[src/design/wrs_pkg.sv]
// Shared types and constants of the warp register scoreboard.
`timescale 1ns / 1ps
`default_nettype none

package wrs_pkg;

    localparam int REG_W     = 8;
    localparam int WARP_W    = 6;
    localparam int DST_MAX   = 4;
    localparam int SRC_SLOTS = 4;
    localparam int OPND_NUM  = SRC_SLOTS + 3;

    localparam logic [1:0] OP_RESERVE = 2'd0;
    localparam logic [1:0] OP_RELEASE = 2'd1;
    localparam logic [1:0] OP_CHECK   = 2'd2;

    typedef logic [REG_W-1:0] wrs_regnum_t;

    typedef struct packed {
        logic                          do_reserve;
        logic                          do_release;
        logic                          do_check;
        logic                          warp_ok;
        logic                          long_load;
        logic [WARP_W-1:0]             warp;
        wrs_regnum_t [DST_MAX-1:0]     dst;
        logic [DST_MAX-1:0]            dst_ok;
        wrs_regnum_t [OPND_NUM-1:0]    opnd;
        logic [OPND_NUM-1:0]           opnd_ok;
        wrs_regnum_t                   query;
        logic                          query_ok;
    } wrs_item_t;

    typedef enum logic {
        BK_IDLE,
        BK_EXEC
    } wrs_bk_state_t;

endpackage

`default_nettype wire

[src/design/wrs_front.sv]
// Front end: accepts input words and decodes them into queue entries.
`timescale 1ns / 1ps
`default_nettype none

module wrs_front #(
    parameter int NUM_WARPS = 64,
    parameter int NUM_REGS  = 256,
    parameter int DST_SLOTS = 4
) (
    input  wire logic                   in_valid,
    output logic                        in_stall,
    input  wire logic [1:0]             op,
    input  wire logic [5:0]             warp,
    input  wire logic [31:0]            dst_regs,
    input  wire logic [31:0]            src_regs,
    input  wire logic [7:0]             pred_reg,
    input  wire logic [7:0]             addr_reg_a,
    input  wire logic [7:0]             addr_reg_b,
    input  wire logic                   long_load,
    input  wire logic [7:0]             query_reg,
    input  wire logic                   q_full,
    output logic                        push,
    output wrs_pkg::wrs_item_t          item
);
    import wrs_pkg::*;

    function automatic logic reg_ok(input wrs_regnum_t r);
        reg_ok = (r != '0) && ({1'b0, r} < 9'(NUM_REGS));
    endfunction

    assign in_stall = q_full;
    assign push     = in_valid && !q_full;

    always_comb
    begin
        item            = '0;
        item.warp       = warp;
        item.warp_ok    = {3'b000, warp} < 9'(NUM_WARPS);
        item.long_load  = long_load;
        unique case (op)
            OP_RESERVE: item.do_reserve = 1'b1;
            OP_RELEASE: item.do_release = 1'b1;
            OP_CHECK:   item.do_check   = 1'b1;
            default:    item.do_check   = 1'b0;
        endcase
        for (int k = 0; k < DST_MAX; k++)
        begin
            item.dst[k]    = dst_regs[REG_W*k +: REG_W];
            item.dst_ok[k] = (k < DST_SLOTS) && reg_ok(dst_regs[REG_W*k +: REG_W]);
        end
        for (int k = 0; k < SRC_SLOTS; k++)
        begin
            item.opnd[k] = src_regs[REG_W*k +: REG_W];
        end
        item.opnd[SRC_SLOTS]     = pred_reg;
        item.opnd[SRC_SLOTS + 1] = addr_reg_a;
        item.opnd[SRC_SLOTS + 2] = addr_reg_b;
        for (int k = 0; k < OPND_NUM; k++)
        begin
            item.opnd_ok[k] = reg_ok(item.opnd[k]);
        end
        item.query    = query_reg;
        item.query_ok = reg_ok(query_reg);
    end

endmodule

`default_nettype wire

[config.mk]
export PLATFORM = sky130hd
export DESIGN_NAME = wrs_front
export DESIGN_NICKNAME = d
export VERILOG_FILES = /design/src/design/wrs_pkg.sv /design/src/design/wrs_front.sv
export SDC_FILE = /design/constraint.sdc
export NUM_CORES = 1
export LEC_CHECK = 0
export CORE_AREA = 3 3 88 90
export DETAILED_ROUTE_END_ITERATION = 12
export DIE_AREA = 0 0 91 93
export DONT_BUFFER_PORTS = 1
export PLACE_DENSITY = 0.35
export SETUP_SLACK_MARGIN = 0.02
export SYNTH_ARGS = -nofsm -noshare
export SYNTH_HDL_FRONTEND = slang
export SYNTH_SLANG_ARGS = --single-unit
export TNS_END_PERCENT = 1
[constraint.sdc]
create_clock -name vclk -period 1
set_clock_uncertainty 0.1 [all_clocks]
set_input_delay 0.15 -clock vclk [all_inputs]
set_output_delay 0.15 -clock vclk [all_outputs]
set_load 0.05 [all_outputs]
==> results.cfg <==
[route]
postRouteAntennaNets = 0
wire_per_inst_um = 16.31
drt_first_iter_violations = 4
via_per_inst = 3.650
route.detailed.drc = 0
drt-total-wl_mm = 2.560
firstDrtPassIters = 2
via_count = 573

[timing]
worst_slack_ns = -0.001434
fmax_mhz = 998.6
setup_viol = 1
slew_violations = 0
finalHoldViolCount = 0
rsz0062_at_grt = true
min_period_ns = 1.001
holdWs_ns = 0.2000
post-route-period-util = 1.001

[die]
rows = 31
die_h_um = 93
dieArea_mm2 = 0.008463
io_pins = 228
initial_core_util = 0.1415
die_w_um = 91
core_area_mm2 = 0.007137

[pwr]
seqPwrFrac = 0
ir_worst_vdd_mv = 0.09717
pwr_density_cell_mw_per_mm2 = 166.4
clkPwrFrac = 0
power.leakage_nw = 0.1195
p_comb_frac = 1.000
p_switching_uw = 57.47
p_int_uw = 40.41
p_total_uw = 97.88
swShare = 0.5871

[final_layout]
n_fill_cell = 859
mostFrequentLayoutCells = 13 x nor4_1, 13 x buf_4, 11 x nand2_1
ff_latch_area_um2 = 0
drive_above_1_share = 0.5172
area_growth_pct = -41.76
seq_cells = 0
clock_buffers = 0
diodes = 0
multiInputGateArea_um2 = 321.6
fin_nets = 167

[synthesis]
syn_area_per_cell_um2 = 6.916
synth_top_family_by_area = buffers and inverters
syn-num-nets = 253
synth-simple-area-share = 0.2156
synth_area_mm2 = 0.001010
synth_compound_area_frac = 0
yosysWarnings = 0
seq_area_frac_synth = 0
synthAdderAreaFrac = 0
synth_area_leaders = buf_4 78%, nor4_1 15%, nand2_1 4.5%
synth_top_area_share = 0.7807
synth_cells = 146
synth.distinct_cells = 6
yosys.area_share.xor_xnor = 0
synthMuxAreaShare = 0
yosysTopAreaCell = buf_4

[worst_setup_path]
arrival_ns = 0.75
crit_path_max_fanout = 2
crit_type = in -> out
start_kind = input port
critPathLaunch = dst_regs[9]
critPathCaptureType = primary output
crit_end = item[73]
worstPathRequired_ns = 0.75

[worst_hold_path]
hold_path_class = in -> out
hold_path_depth = 0

[status]
outcome = complete, but fails checks
violations = negative setup slack

[grt]
antenna_found_initial = 0
grt_max_degree = 4
grt_pass1_vias = 551
grt_pass1_wl_mm = 2.760
grt_usage = 0.04194
grt.overflow.total = 0

[placement]
gp_congestion = 0.6220
io_buffers = 0
dp_hpwl_mm = 2.274

[run]
cap_violations = 0

[clock_tree]
postCtsSetupBuffers = 0
-- synth_stat cells, drive strengths merged --
cell type / count
buf: 105
conb: 1
nand2: 12
nor2: 1
nor2b: 3
nor4: 24
-- cells by family after synthesis --
| logic type | count (synthesis) |
|---|---|
| other | 1 |
| buffers and inverters | 105 |
| and+or+nand+nor | 40 |
-- stage by stage --
step	instance area (um2)	setup WS (ns)	TNS, ns	util	cells
after detailed placement	475.5	-0.1174	-0.1225	0.06662	157
after global placement	475.5	-0.04346	-0.04346	0.06662	157
final	588.1	-0.001434	-0.001434	0.08240	157
after global routing	588.1	-0.04793	-0.04793	0.08240	157
after CTS	509.2	-0.01034	-0.01034	0.07135	157
after floorplan	1012	-0.1074	-0.2684	-	146
-- how the worst min path moves through the flow --
stage | start | to
after floorplan | op[0] | item[116]
after detailed placement | warp[2] | item[110]
final | src_regs[27] | item[43]
after CTS | warp[2] | item[110]
after global placement | warp[2] | item[110]
after global routing | src_regs[18] | item[34]
-- repair_timing --
| action | in CTS | in global routing |
|---|---|---|
| hold buffers | 0 | 0 |
| resized for setup | 6 | 13 |
| endpoints found under the setup margin | 3 | 8 |
| pin swaps | 0 | 1 |
-- power groups by stage --
stage | sequential [mW] | combinational [mW] | clock (mW)
6_report | 0 | 0.0979 | 0
5_1_grt | 0 | 0.103 | 0
4_1_cts | 0 | 0.0918 | 0
3_5_place_dp | 0 | 0.0885 | 0
3_3_place_gp | 0 | 0.0884 | 0
2_1_floorplan | 0 | 1.19 | 0
-- per-layer routing --
metal	global-route usage	up-vias	wire length, um
li1	-	203	-
met1	0.02955	229	587
met2	0.09135	137	1439
met3	0.01609	4	477
met4	0.02136	0	57
met5	0	-	0
-- critical path: stages --
cell	delay (ns)
nor4_4	0.24
buf_4	0.15
nand2_2	0.05
buf_6	0.16
-- cell type report --
cell class                      count  area share
Timing Repair Buffer               17      0.2426
Multi-Input combinational cell     41      0.5468
Tap cell                           99      0.2106
(Power assumes the default switching activity.)
