<file path="src/design/wrs_pkg.sv">
// Shared types and constants of the warp register scoreboard.
`timescale 1ns / 1ps
`default_nettype none

package wrs_pkg;

    localparam int REG_W     = 8;
    localparam int WARP_W    = 6;
    localparam int DST_MAX   = 4;
    localparam int SRC_SLOTS = 4;
    localparam int OPND_NUM  = SRC_SLOTS + 3;

    localparam logic [1:0] OP_RESERVE = 2'd0;
    localparam logic [1:0] OP_RELEASE = 2'd1;
    localparam logic [1:0] OP_CHECK   = 2'd2;

    typedef logic [REG_W-1:0] wrs_regnum_t;

    typedef struct packed {
        logic                          do_reserve;
        logic                          do_release;
        logic                          do_check;
        logic                          warp_ok;
        logic                          long_load;
        logic [WARP_W-1:0]             warp;
        wrs_regnum_t [DST_MAX-1:0]     dst;
        logic [DST_MAX-1:0]            dst_ok;
        wrs_regnum_t [OPND_NUM-1:0]    opnd;
        logic [OPND_NUM-1:0]           opnd_ok;
        wrs_regnum_t                   query;
        logic                          query_ok;
    } wrs_item_t;

    typedef enum logic {
        BK_IDLE,
        BK_EXEC
    } wrs_bk_state_t;

endpackage

`default_nettype wire

</file>
<file path="src/design/wrs_queue.sv">
// Two-entry queue that decouples the front end from the back end.
`timescale 1ns / 1ps
`default_nettype none

module wrs_queue (
    input  wire logic                   clk,
    input  wire logic                   rst_n,
    input  wire logic                   push,
    input  wire wrs_pkg::wrs_item_t     push_item,
    output logic                        full,
    input  wire logic                   pop,
    output logic                        not_empty,
    output wrs_pkg::wrs_item_t          head
);
    import wrs_pkg::*;

    wrs_item_t  slot_reg [2];
    logic       wr_ptr_reg;
    logic       wr_ptr_next;
    logic       rd_ptr_reg;
    logic       rd_ptr_next;
    logic [1:0] count_reg;
    logic [1:0] count_next;

    assign full      = count_reg == 2'd2;
    assign not_empty = count_reg != 2'd0;
    assign head      = slot_reg[rd_ptr_reg];

    always_comb
    begin
        wr_ptr_next = push ? !wr_ptr_reg : wr_ptr_reg;
        rd_ptr_next = pop ? !rd_ptr_reg : rd_ptr_reg;
        count_next  = count_reg + 2'(push) - 2'(pop);
    end

    always_ff @(posedge clk or negedge rst_n)
    begin
        if (!rst_n)
        begin
            wr_ptr_reg <= 1'b0;
            rd_ptr_reg <= 1'b0;
            count_reg  <= 2'd0;
        end
        else
        begin
            wr_ptr_reg <= wr_ptr_next;
            rd_ptr_reg <= rd_ptr_next;
            count_reg  <= count_next;
        end
    end

    always_ff @(posedge clk)
    begin
        if (push)
        begin
            slot_reg[wr_ptr_reg] <= push_item;
        end
    end

endmodule

`default_nettype wire

</file>
<file path="config.mk">
export PLATFORM = sky130hd
export DESIGN_NAME = wrs_queue
export DESIGN_NICKNAME = d
export VERILOG_FILES = /design/src/design/wrs_pkg.sv /design/src/design/wrs_queue.sv
export SDC_FILE = /design/constraint.sdc
export NUM_CORES = 1
export LEC_CHECK = 0
export CAP_MARGIN = 15
export CORE_MARGIN = 10
export CORE_UTILIZATION = 55
export DETAILED_ROUTE_END_ITERATION = 12
export DONT_BUFFER_PORTS = 1
export GPL_TIMING_DRIVEN = 0
export PLACE_DENSITY = 0.7
export SLEW_MARGIN = 20
export SYNTH_ARGS = -nofsm -noshare
export SYNTH_HDL_FRONTEND = slang
export SYNTH_SLANG_ARGS = --single-unit
</file>
<file path="constraint.sdc">
create_clock -name clk -period 13.46 [get_ports clk]
set_input_delay 2.692 -clock clk [delete_from_list [all_inputs] [get_ports clk]]
set_output_delay 2.692 -clock clk [all_outputs]
set_load 0.05 [all_outputs]
</file>
==> impl_metrics.ini, run 1 <==
[logic_synthesis]
synth_top_cell_by_area = edfxtp_1
ys_seq_area_share_pct = 82.2
yosys-top-cells-count = edfxtp_1 (238), mux2_2 (119), buf_6 (11)
netlist.area_leader.share_pct = 81.0
synth_area_sq_um = 8820
syn_inst = 385
synth_cell_type_count = 12
avgSynthCellArea_sq_um = 22.9
async_flop_share_pct = 1.65
synth_seq_cells = 242
yosys_warnings = 0
synth_edf_count = 238
synth-main-ff-cell = edfxtp_1
syn-num-nets = 510
synth.most_common_cell = edfxtp_1
synth_area_leaders = edfxtp_1 (81%), mux2_2 (15%), buf_6 (1.4%)

[setup_path]
path_max_fanout = 10
worstSetupStartpointType = flop
cp_data_arrival_time_ps = 1820
cp-end-kind = output port
cp_common_cell = buf_6
crit_chain = buf_6, buf_6, mux2_2
cp.required_ps = 10770
path_class = flop to output port
max_stage_delay_ps = 490
crit_slowest_cell = mux2_2

[route]
detail-route-antenna-nets = 0
avgRoutedWirePerCell_um = 25.2
dr.pass1.iters = 4
dr_total_vias = 3537
drtIter0Drc = 165
totalWireLength_um = 16300
vias_per_cell = 5.48
drc = 0

[place]
place_congestion = 0.731
pre_cts_slack_ps = 9280
dpl.hpwl_um = 11900
port_buffers = 0

[floorplan]
start_util_pct = 55.7
rows = 46
die_w_um = 147
fp.coreArea_sq_um = 15800
die_h_um = 147
ios = 244
die_area_sq_um = 21500

[clock_tree]
clkTransAtPathRegs_ps = 60
cts_buffer_depth = 3
cts_hold_buf = 0
clock_latency_ps = 500
cts_tree = done
post-cts-setup-buffers = 0
cts_max_level = 1
numCtsBuffers = 24
cts_resized = 0
cts.sinks = 242
clockRootBuffer = clkbuf_16

[sta]
finalClockSkew_ps = 9.67
max-slew-margin-rel_pct = 29.6
drv_slew = 0
finalWorstSetupSlack_ps = 8950
tns_ps = 0
tightest_slew_ps = 1050
finalSetupViolations = 0
rsz0062_at_grt = false
hold_viol_final = 0
timing.final.crit_share_pct = 33.5
fmax_mhz = 222
period_needed_ps = 4510
hold_slack_ps = 551

[global_routing]
antenna_found_initial = 0
grt_pass1_vias = 3818
grt_usage_pct = 14.5
grt_pass1_wl_um = 24000
grt_overflow = 0
grt_max_degree = 50

[layout]
largest_reg_flops = 238
diodes = 0
nNetsFinal = 542
fillers = 1074
utilization_pct = 62.9
area_growth_pct = 12.9
register_area_sq_um = 7250
multiInputGateArea_sq_um = 1440
drive_gt1_share_pct = 40.7

[power_and_ir_drop]
power_w = 0.00267
switchingPower_w = 0.00108
ir_drop_mv = 0.196
p_clk_share_pct = 22.5
leakagePower_nw = 3.30
p_int_w = 0.00160
swShare_pct = 40.3
p_comb_share_pct = 38.9
powerDensity_nw_per_um2 = 268
p_seq_share_pct = 38.6

[job]
cap_violations = 0

[worst_hold_path]
hold_path_class = flop to flop

[status]
status = complete, no violations
[layout by cell type, fill, tap and decap left out, drive strengths merged]
master    synthesis  routed
ha                2       2
mux2            119     119
bufinv            0       1
edfxtp          238     238
clkinvlp          0       2
dfrtp             4       4
xor2              2       2
nor2b             2       2
and2              1       1
clkbuf            0      28
buf              13      19
or2               1       1
inv               2       2
xor3              1       1
clkinv            0       8
[worst paths after layout]
| kind | slack, ps | to | cells after the start | from |
|---|---|---|---|---|
| worst max register to register | 11570 | slot_reg[1][80] | 3 | wr_ptr_reg |
| worst min register to register | 550 | wr_ptr_reg | 1 | wr_ptr_reg |
| max in group asynchronous | 11510 | count_reg[0] | 0 | rst_n |
| worst max-delay path | 8950 | head[89] | 3 | rd_ptr_reg |
| worst min-delay path | 550 | wr_ptr_reg | 1 | wr_ptr_reg |
| min in group asynchronous | 1880 | count_reg[1] | 0 | rst_n |
[critical path: cells and delay by family (launching register included)]
family | cells | cell delay [ps]
flops | 1 | 410
mux | 1 | 490
buf+inv | 2 | 410
[logic make-up after synthesis]
family | share of synthesized area (%)
fa+ha+maj | 0.284
buf+inv | 1.60
xor+xnor | 0.468
flops | 82.2
simple gates | 0.284
mux | 15.2
[metrics by stage]
stage                     area [sq um]  std cells
after floorplan                   8820        385
after global placement            9090        601
after detailed placement          9240        607
after CTS                         9960        646
after global routing              9960        646
final                             9960        646
[routing by layer]
| layer | part of all wire [%] | track usage [%] |
|---|---|---|
| met5 | 0 | 0 |
| met4 | 1.1 | 3.70 |
| met3 | 17 | 10.1 |
| met2 | 50 | 24.1 |
| met1 | 33 | 14.4 |
[power groups by stage]
stage / Combinational [W] / Sequential, W / Clock (W)
final: 0.00104 / 0.00103 / 0.000602
after global routing: 0.00108 / 0.00104 / 0.000646
after floorplan: 0.000914 / 0.00106 / 0
after global placement: 0.00102 / 0.00108 / 0
after detailed placement: 0.00106 / 0.00105 / 0
after CTS: 0.00106 / 0.00103 / 0.000620
[area by class of cell]
| type | count | area share (%) |
|---|---|---|
| Buffer | 13 | 1.34 |
| Clock buffer | 28 | 6.40 |
| Clock inverter | 11 | 0.867 |
| Inverter | 2 | 0.0754 |
| Multi-Input combinational cell | 128 | 14.5 |
| Sequential cell | 242 | 72.8 |
| Tap cell | 216 | 2.71 |
| Timing Repair Buffer | 6 | 1.36 |
No activity file was read; power rests on OpenSTA's default activity.
==> run 2, diff against run 1 <==
PLACE_DENSITY = 0.73   (was 0.7)
clock period = 3.6 ns   (was 13.46 ns; I/O delays follow)
==> run 2 against run 1 <==
Critical path depth unchanged. Worst setup slack worse by 7800 ps. Via count grew 1.8%. Sequential cell count unchanged. Die area did not move. Clock power increased to 3.8 times the previous value. Critical path type unchanged. Largest cell class unchanged. Highest routed layer unchanged.
==> impl_metrics.ini, run 2 (synthesized netlist as in run 1, its figures left out) <==
[floorplan]
start_util_pct = 55.7
rows = 46
die_area_sq_um = 21500
die_w_um = 147
fp.coreArea_sq_um = 15800
ios = 244
die_h_um = 147

[route]
detail-route-antenna-nets = 0
dr.pass1.iters = 4
dr_total_vias = 3602
vias_per_cell = 5.54
drc = 0
totalWireLength_um = 16700
drtIter0Drc = 153
avgRoutedWirePerCell_um = 25.6

[layout]
drive_gt1_share_pct = 39.9
register_area_sq_um = 7250
largest_reg_flops = 238
utilization_pct = 63.3
multiInputGateArea_sq_um = 1440
final_cell_mix = edfxtp_1 (238), mux2_2 (119), clkbuf_16 (23)
diodes = 0
area_growth_pct = 13.5
nNetsFinal = 543
fillers = 1031
fin_cells = 650
final_common_cell = edfxtp_1

[setup_path]
worstSetupStartpointType = flop
cp.required_ps = 2880
path_class = flop to output port
crit_slowest_cell = mux2_2
cp_data_arrival_time_ps = 1750
critPathTopFamily = multiplexers
cp_num_buf_inv = 2
cp_common_cell = buf_6
crit_start = rd_ptr_reg
path_max_fanout = 10
ff2ff_path_depth = 3
max_stage_delay_ps = 480
crit_chain = buf_6, buf_6, mux2_2
r2r_slack_ps = 1910
path_depth = 3
cp-end-kind = output port
r2r_start = wr_ptr_reg

[sta]
timing.final.crit_share_pct = 68.5
tightest_slew_ps = 1010
period_needed_ps = 2470
rsz0062_at_grt = false
finalWorstSetupSlack_ps = 1130
finalSetupViolations = 0
fmax_mhz = 406
finalClockSkew_ps = 5.68
hold_viol_final = 0
max-slew-margin-rel_pct = 32.4
drv_slew = 0

[clock_tree]
clock_latency_ps = 490
cts_max_level = 1
cts_tree = done
clkTransAtPathRegs_ps = 60
cts_resized = 0
clockRootBuffer = clkbuf_16
cts_buffer_depth = 3
cts.sinks = 242
numCtsBuffers = 23
post-cts-setup-buffers = 0

[global_routing]
grt_max_degree = 46
grt_overflow = 0
antenna_found_initial = 0
grt_pass1_wl_um = 24100
grt_usage_pct = 14.6
grt_pass1_vias = 3733

[worst_hold_path]
hold_path_class = input port to flop
holdPathStages = 1
hp-start = push

[power_and_ir_drop]
powerDensity_nw_per_um2 = 1010
ir_drop_mv = 0.703
leakagePower_nw = 3.33

[place]
placed_cells = 608
pre_cts_slack_ps = 1570
place_congestion = 0.709
port_buffers = 0
dpl.hpwl_um = 12000

[status]
status = complete, no violations

[job]
cap_violations = 0
## run 2: metal layers
| layer | wire length (um) | part of all wire [%] | global-route usage [%] |
|---|---|---|---|
| met2 | 8040 | 48 | 23.6 |
| met1 | 6030 | 36 | 16.4 |
| met3 | 2350 | 14 | 8.75 |
| met5 | 0 | 0 | 0 |
| met4 | 234 | 1.4 | 2.85 |
## run 2: through the flow
| step | total power [W] | hold slack, ps | TNS, ps | instance area [sq um] |
|---|---|---|---|---|
| 6_report | 0.0101 | 315 | 0 | 10000 |
| 5_1_grt | 0.0104 | 297 | 0 | 10000 |
| 4_1_cts | 0.0102 | 293 | 0 | 10000 |
| 3_5_place_dp | 0.00790 | 425 | 0 | 9270 |
| 3_3_place_gp | 0.00776 | 425 | -16600 | 9100 |
| 2_1_floorplan | 0.00732 | 424 | 0 | 8830 |
## run 2: area by class of cell
class	count	area share [%]
clock inverter	16	1.49
buffer	13	1.34
multi-input combinational	128	14.4
sequential	242	72.4
inverter	2	0.0750
clock buffer	25	5.82
timing repair buffer	8	1.80
tap	216	2.70
## run 2: worst register-to-register path: stages (launching register included)
cell and delay (ps):
dfrtp_1 430, nor2b_4 510, buf_16 250, buf_16 200
## run 2: worst paths after layout
path,endpoint
min in group asynchronous,count_reg[1]
worst max-delay path,head[51]
worst min-delay path,wr_ptr_reg
worst min register to register,wr_ptr_reg
max in group asynchronous,rd_ptr_reg
worst max register to register,slot_reg[0][9]
## run 2: what timing repair did
action,in CTS,in global routing
hold endpoints to repair,4,0
setup endpoints to repair,0,0
hold buffers,1,0
## run 2: power breakdown
part	switching (W)	internal, W	total, W
logic	0.00300	0.000925	0.00393
registers	0.000124	0.00373	0.00386
clock network	0.000921	0.00138	0.00230
total	0.00405	0.00604	0.0101
==> run 3, diff against run 2 <==
ABC_AREA = 1   (was not set)
clock period = 2.2 ns   (was 3.6 ns; I/O delays follow)
==> run 3 against run 2 <==
Die area up 1.8%. Via count rose by 38%. Cell area up 17%. Critical endpoint is now head[106].
==> impl_metrics.ini, run 3 <==
[status]
status = complete, no violations

[logic_synthesis]
synth_top_cell_by_area = edfxtp_1
synth_edf_count = 238
synth.most_common_cell = edfxtp_1
ys_seq_area_share_pct = 80.5
synth_seq_cells = 242
async_flop_share_pct = 1.65
yosys-top-cells-count = edfxtp_1 (238), inv_1 (126), nand2_1 (126)
syn-num-nets = 771
synth_area_sq_um = 9000
synth_area_leaders = edfxtp_1 (79%), o21ai_0 (6.6%), inv_1 (5.3%)
yosys_warnings = 0
avgSynthCellArea_sq_um = 13.9
netlist.area_leader.share_pct = 79.4
synth-main-ff-cell = edfxtp_1
synth_cell_type_count = 12
syn_inst = 646

[job]
cap_violations = 0

[setup_path]
r2r_start = wr_ptr_reg
path_max_fanout = 10
cp_data_arrival_time_ps = 1720
cp-end-kind = output port
r2r_slack_ps = 330
path_class = flop to output port
cp.required_ps = 1760
worstSetupStartpointType = flop
r2r-end = slot_reg[0][87]
ff2ff_path_depth = 4

[place]
place_congestion = 0.733
placed_area_sq_um = 9520
placed_cells = 871
port_buffers = 0
dpl.hpwl_um = 13800

[global_routing]
antenna_found_initial = 0
grt_overflow = 0
grt_usage_pct = 19.0
met2_usage_pct = 33.5
grt_max_degree = 29
grt_pass1_vias = 5292
grt.met1_usage_pct = 19.5
grtUsageMet3_pct = 10.2
grt_pass1_wl_um = 31800
gr-max-usage-layer = met2

[layout]
design_area_sq_um = 11700
nNetsFinal = 807
final_common_cell = edfxtp_1
largest_reg_flops = 238
fillers = 886
drive_gt1_share_pct = 27.9
final_cell_mix = edfxtp_1 (238), nand2_1 (125), inv_1 (124)
fin_cells = 915
area_growth_pct = 29.9
utilization_pct = 73.3
diodes = 0

[route]
drtIter0Drc = 293
avgRoutedWirePerCell_um = 24.1
drc = 0
dr_total_vias = 4968
dr.pass1.iters = 5
totalWireLength_um = 22100
detail-route-antenna-nets = 0
vias_per_cell = 5.43

[worst_hold_path]
hp-start = pop
hold_path_class = input port to flop
whs_endpoint = rd_ptr_reg
holdPathStages = 1

[floorplan]
rows = 46
die_h_um = 148
die_w_um = 148
start_util_pct = 56.5
fp.coreArea_sq_um = 15900
ios = 244
die_area_sq_um = 21900

[sta]
drv_slew = 0
finalClockSkew_ps = 4.99
rsz0062_at_grt = true
period_needed_ps = 2160
finalSetupViolations = 0
hold_viol_final = 0
tightest_slew_ps = 966
timing.final.crit_share_pct = 98.2
max-slew-margin-rel_pct = 35.4
fmax_mhz = 463

[clock_tree]
numCtsBuffers = 24
cts_tree = done
clkTransAtPathRegs_ps = 60
clock_latency_ps = 500
cts_max_level = 1
cts.sinks = 242
cts_buffer_depth = 3
clockRootBuffer = clkbuf_16
-- run 3: logic make-up after synthesis --
group / count (synthesis) / share of synthesized area (%)
flops: 242 / 80.5
buf+inv: 152 / 7.03
simple gates: 129 / 5.39
compound gates: 119 / 6.61
xor+xnor: 2 / 0.195
fa+ha+maj: 2 / 0.278
-- run 3: cell type report --
type                            instances  area [sq um]  share of cell area (%)
Sequential cell                       242          7250                    62.0
Multi-Input combinational cell        252          2440                    20.9
Clock buffer                           29           641                    5.48
Inverter                              126           489                    4.18
Tap cell                              216           270                    2.31
Buffer                                 26           235                    2.01
Timing Repair Buffer                   10           220                    1.88
Clock inverter                         14           146                    1.25
-- run 3: timing repair --
action | in CTS | in global routing
pin swaps | 80 | 3
hold buffers | 1 | 0
gates resized for setup | 240 | 21
setup endpoints to repair | 119 | 119
buffers inserted | 0 | 0
endpoints found under the hold margin | 4 | 0
-- run 3: critical path: stages (launching register included) --
cell and delay [ps]:
dfrtp_2 430, buf_6 180, buf_8 190, o21ai_4 400
-- run 3: metal layers --
metal  vias up  routed length, um  part of all wire (%)
met5         -                  0                     0
met4         0                434                   2.0
li1       2248                  -                     -
met2       229              11300                    51
met3        33               3080                    14
met1      2458               7310                    33
-- run 3: worst max-delay path by stage --
stage                     from              end  slack, ps  cells after the start
detailed placement  rd_ptr_reg        head[102]        -20                      3
global route        rd_ptr_reg         head[14]        -20                      2
finish              rd_ptr_reg        head[106]         40                      3
CTS                 rd_ptr_reg          head[7]       -100                      2
floorplan           wr_ptr_reg   slot_reg[1][0]       -430                      2
global placement    wr_ptr_reg  slot_reg[1][94]      -1290                      2
-- run 3: per-stage QoR --
stage	hold slack [ps]	setup WS [ps]	TNS, ps
2_1_floorplan	144	-430	-102330
3_3_place_gp	145	-1290	-300980
3_5_place_dp	145	-23.1	-35.0
4_1_cts	5.76	-98.7	-1630
5_1_grt	7.54	-17.2	-68.7
6_report	16.0	39.1	0
Power of run 3 is not shown: default switching activity piles up to over one toggle a cycle in this logic, so the estimate is an artifact.
